<file path="config.mk">
export PLATFORM = sky130hd
export DESIGN_NAME = mrrf_cmd_queue
export DESIGN_NICKNAME = d
export VERILOG_FILES = /design/src/rtl/mrrf_pkg.sv /design/src/rtl/mrrf_cmd_queue.sv
export SDC_FILE = /design/constraint.sdc
export NUM_CORES = 1
export LEC_CHECK = 0
export BUFFER_PORTS_ARGS = -buffer_cell sky130_fd_sc_hd__buf_2
export CELL_PAD_IN_SITES_DETAIL_PLACEMENT = 0
export CELL_PAD_IN_SITES_GLOBAL_PLACEMENT = 2
export CORE_MARGIN = 2
export CORE_UTILIZATION = 42
export CTS_BUF_LIST = sky130_fd_sc_hd__clkbuf_4 sky130_fd_sc_hd__clkbuf_8
export DETAILED_ROUTE_END_ITERATION = 8
export GPL_TIMING_DRIVEN = 0
export PLACE_DENSITY_LB_ADDON = 0.1
export REMOVE_ABC_BUFFERS = 1
export SETUP_SLACK_MARGIN = 0.15
export SYNTH_ARGS = -nofsm -noshare
export SYNTH_HDL_FRONTEND = slang
export SYNTH_SLANG_ARGS = --single-unit
</file>
<file path="constraint.sdc">
create_clock -name clock -period 4.5 [get_ports clock]
set_clock_uncertainty 0.15 [all_clocks]
set_input_delay 0 -clock clock [delete_from_list [all_inputs] [get_ports clock]]
set_output_delay 0 -clock clock [all_outputs]
set_load 0.1 [all_outputs]
</file>
<file path="src/rtl/mrrf_pkg.sv">
// shared types and constants of the multi-reader ring fifo
package mrrf_pkg;

   // fixed field widths
   localparam int REQ_W         = 2;
   localparam int READER_W      = 2;
   localparam int STATUS_W      = 2;
   localparam int COUNT_W       = 32;
   localparam int USED_W        = 10;

   // configuration port
   localparam int CSR_INDEX_W   = 2;
   localparam int CSR_DATA_W    = 11;
   localparam int CFG_READERS_W = 3;
   localparam int CFG_DEPTH_W   = 11;

   localparam logic [CSR_INDEX_W-1:0] CSR_ACTIVE_READERS = 2'd0;
   localparam logic [CSR_INDEX_W-1:0] CSR_DEPTH_IN_USE   = 2'd1;

   localparam int CFG_READERS_RESET = 1;
   localparam int CFG_DEPTH_RESET   = 1024;

   // request codes on the input port
   localparam logic [REQ_W-1:0] REQ_PUSH    = 2'd0;
   localparam logic [REQ_W-1:0] REQ_PEEK    = 2'd1;
   localparam logic [REQ_W-1:0] REQ_ADVANCE = 2'd2;

   // status codes on the result port
   localparam logic [STATUS_W-1:0] ST_DONE  = 2'd0;
   localparam logic [STATUS_W-1:0] ST_EMPTY = 2'd1;
   localparam logic [STATUS_W-1:0] ST_FULL  = 2'd2;

   // command queue between front and back
   localparam int QUEUE_DEPTH = 2;
   localparam int QPTR_W      = 1;
   localparam int QCNT_W      = 2;

   typedef enum logic [1:0] {
      OP_NONE,
      OP_PUSH,
      OP_PEEK,
      OP_ADVANCE
   } op_type;

   typedef struct packed {
      op_type              op;
      logic [READER_W-1:0] reader;
   } cmd_type;

   typedef enum logic [1:0] {
      BK_EXEC,
      BK_OCC,
      BK_EMIT
   } back_state_type;

endpackage

</file>
<file path="src/rtl/mrrf_cmd_queue.sv">
// two-entry command queue between intake and execution
module mrrf_cmd_queue #(
   parameter int WORD_BITS = 32
) (
   input  logic                 clock,
   input  logic                 reset,
   input  logic                 push,
   input  mrrf_pkg::cmd_type    push_cmd,
   input  logic [WORD_BITS-1:0] push_data,
   input  logic                 pop,
   output logic                 full,
   output logic                 valid,
   output mrrf_pkg::cmd_type    head_cmd,
   output logic [WORD_BITS-1:0] head_data
);
   import mrrf_pkg::*;

   cmd_type              cmd_mem  [QUEUE_DEPTH];
   logic [WORD_BITS-1:0] data_mem [QUEUE_DEPTH];
   logic [QPTR_W-1:0]    wr_ptr_ff, wr_ptr_in;
   logic [QPTR_W-1:0]    rd_ptr_ff, rd_ptr_in;
   logic [QCNT_W-1:0]    count_ff, count_in;

   always_comb begin
      wr_ptr_in = push ? wr_ptr_ff + QPTR_W'(1) : wr_ptr_ff;
      rd_ptr_in = pop ? rd_ptr_ff + QPTR_W'(1) : rd_ptr_ff;
      count_in  = count_ff;
      if (push && !pop) begin
         count_in = count_ff + QCNT_W'(1);
      end else if (pop && !push) begin
         count_in = count_ff - QCNT_W'(1);
      end
   end

   always_ff @(posedge clock) begin
      if (reset) begin
         wr_ptr_ff <= '0;
         rd_ptr_ff <= '0;
         count_ff  <= '0;
      end else begin
         wr_ptr_ff <= wr_ptr_in;
         rd_ptr_ff <= rd_ptr_in;
         count_ff  <= count_in;
      end
   end

   always_ff @(posedge clock) begin
      if (push) begin
         cmd_mem[wr_ptr_ff]  <= push_cmd;
         data_mem[wr_ptr_ff] <= push_data;
      end
   end

   assign full      = (count_ff == QCNT_W'(QUEUE_DEPTH));
   assign valid     = (count_ff != '0);
   assign head_cmd  = cmd_mem[rd_ptr_ff];
   assign head_data = data_mem[rd_ptr_ff];

endmodule

</file>
==> qor.yml <==
run_status:
  status: "finished with violations"
  violations: "DRC"
final_layout:
  syn2layout_area_growth_pct: 39.5
  nFillCells: 491
  diodes: 0
  final_core_util_pct: 61.2
  drive_above_1_share_pct: 51.0
  final_nets: 300
  final_cells: 340
setup_path:
  reg2regPathDepth: 1
  crit_end: "head_cmd[1]"
  r2r-end: "data_mem[1][27]$_DFFE_PP_"
  cp.required_ns: 4.35
  reg2reg_slack_ns: 2.79
  path_class: "reg2out"
  crit_path_start_kind: "register"
  r2r_start: "wr_ptr_ff$_SDFFE_PP0P_"
  end_kind: "output port"
  crit_path_max_fanout: 36
  cp.arrival_ns: 1.99
clocking:
  cts-htree-levels: 3
  cts-resized-gates: 0
  numCtsBuffers: 9
  root_buffer: "clkbuf_8"
  cts.path.max_buffers: 2
  cts_tree: "done"
  clock_latency_ns: 0.33
  clkSinkCount: 77
  cts_hold_buf: 40
  clk_pin_slew_ns: 0.07
  cts_setup_buffers: 0
place:
  dp_hpwl_mm: 3.04
  globalplace.congestion: 0.689
  dp_cells: 285
  place_ws_ns: 2.68
  portBuffers: 77
floorplan:
  core-area_um2: 6420
  die_y_um: 85.9
  die_w_um: 85.9
  die_area_um2: 7380
  rows: 29
  io_pins: 78
  start_util_pct: 43.9
timing:
  final-setup-viol-count: 0
  relSlewSlack_pct: 41.1
  slew_violations: 0
  period_needed_ns: 2.14
  tightest_slew_ns: 0.884
  rsz0062_at_grt: "false"
  setup_ws_ns: 2.36
  fmax_mhz: 467
  finalCritPeriodShare_pct: 47.6
  final_hold_viol_count: 0
  fin_tns_setup_ns: 0
grt:
  grt-ovfl-total: 0
  grt_pass1_wl_mm: 7.57
  grtUsageTotal_pct: 13.7
  grt_antenna_before_repair: 0
  grt_max_degree: 37
  grt_pass1_vias: 1671
detailed_routing:
  viasPerCell: 4.59
  drtIter0Drc: 92
  first_pass_iters: 6
  drc_errors: 2
  wl_per_cell_um: 14.1
  routed_wl_mm: 4.81
  ant_nets: 0
  via_count: 1560
power:
  ir_worst_vdd_v: 0.000283
  leakage_nw: 1.52
  power.total_mw: 1.91
  powerDensity_nw_per_um2: 486
synthesis:
  synthCells: 134
  synth_cell_types: 17
  synth_ff_type: "edfxtp_1"
  synth_seq_area_share_pct: 80.3
  syn-cell-area_um2: 2820
  synth_edf_count: 72
  yosys_warnings: 0
  ys_async_sr_fraction_pct: 0
  ys_ff_latch: 77
  syn_area_per_cell_um2: 21.0
flow_run:
  cap_viol_max_count: 0
worst_hold_path:
  hold_class: "in2reg"
  hp-start: "push_data[20]"
-- per-layer routing --
layer,track usage [%],wire (um)
met2,24.2,2520
met1,14.7,1960
met3,5.97,294
met4,4.33,30
met5,0,0
-- per-stage QoR --
| stage | area, um^2 | hold WS [ns] |
|---|---|---|
| floorplan | 2780 | -0.0809 |
| global placement | 3260 | 0.0366 |
| detailed placement | 3300 | 0.0412 |
| CTS | 3930 | 0.220 |
| global route | 3930 | 0.232 |
| finish | 3930 | 0.236 |
-- layout make-up --
type	instances	area, um^2	area share (%)
clock buffers	10	131	3.34
clock inverters	5	100	2.55
inverters	1	3.75	0.0955
multi-input cells	52	520	13.2
flip-flops and latches	77	2260	57.6
well taps	77	96.3	2.45
repair buffers	118	813	20.7
-- worst max-delay path, cell delays in order, from the launching register on --
cell,delay (ns)
dfxtp_2,0.90
mux2_2,0.31
buf_2,0.43
-- layout by cell type, fill, tap and decap left out, drive strengths merged, types with 3 or more instances in the layout --
cell / synthesis / final
clkbuf: 0 / 10
bufinv: 0 / 3
buf: 4 / 78
dlygate4sd3: 0 / 40
nor2: 4 / 4
dfxtp: 5 / 5
mux2: 36 / 36
edfxtp: 72 / 72
-- power by group --
group | switching [mW] | internal [mW]
Combinational | 0.349 | 0.109
Sequential | 0.0247 | 0.833
Clock | 0.225 | 0.370
-- how the worst min path moves through the flow --
stage	end	depth (start not counted)
6_report	data_mem[0][20]$_DFFE_PP_	2
5_1_grt	data_mem[1][8]$_DFFE_PP_	2
3_5_place_dp	data_mem[1][7]$_DFFE_PP_	1
3_3_place_gp	cmd_mem[0][2]$_DFFE_PP_	1
4_1_cts	data_mem[0][20]$_DFFE_PP_	2
2_1_floorplan	count_ff[1]$_SDFFE_PP0P_	1
-- state kept, by name, indices dropped and copies added, names as in the netlist, named ones only --
| register | flops |
|---|---|
| rd_ptr_ff | 1 |
| count_ff | 2 |
| data_mem | 64 |
| wr_ptr_ff | 1 |
| cmd_mem | 8 |
-- cells in the mapped netlist, types with 2 or more instances --
master | count | area, um^2
edfxtp_1 | 72 | 2160
dfxtp_1 | 5 | 100
buf_6 | 3 | 33.8
mux2_2 | 36 | 405
nor2_1 | 4 | 15.0
xor2_1 | 2 | 17.5
xnor2_1 | 2 | 17.5
-- cell families (layout without fill, tap and decap cells) --
| logic type | count (synthesis) | count (layout) | synth area share (%) |
|---|---|---|---|
| simple gates | 9 | 9 | 1.73 |
| xor+xnor | 4 | 4 | 1.24 |
| fa+ha+maj | 1 | 1 | 0.444 |
| buf+inv | 5 | 134 | 1.51 |
| flops | 77 | 77 | 80.3 |
| mux | 36 | 36 | 14.4 |
| compound gates | 2 | 2 | 0.355 |
(Power assumes the default switching activity.)
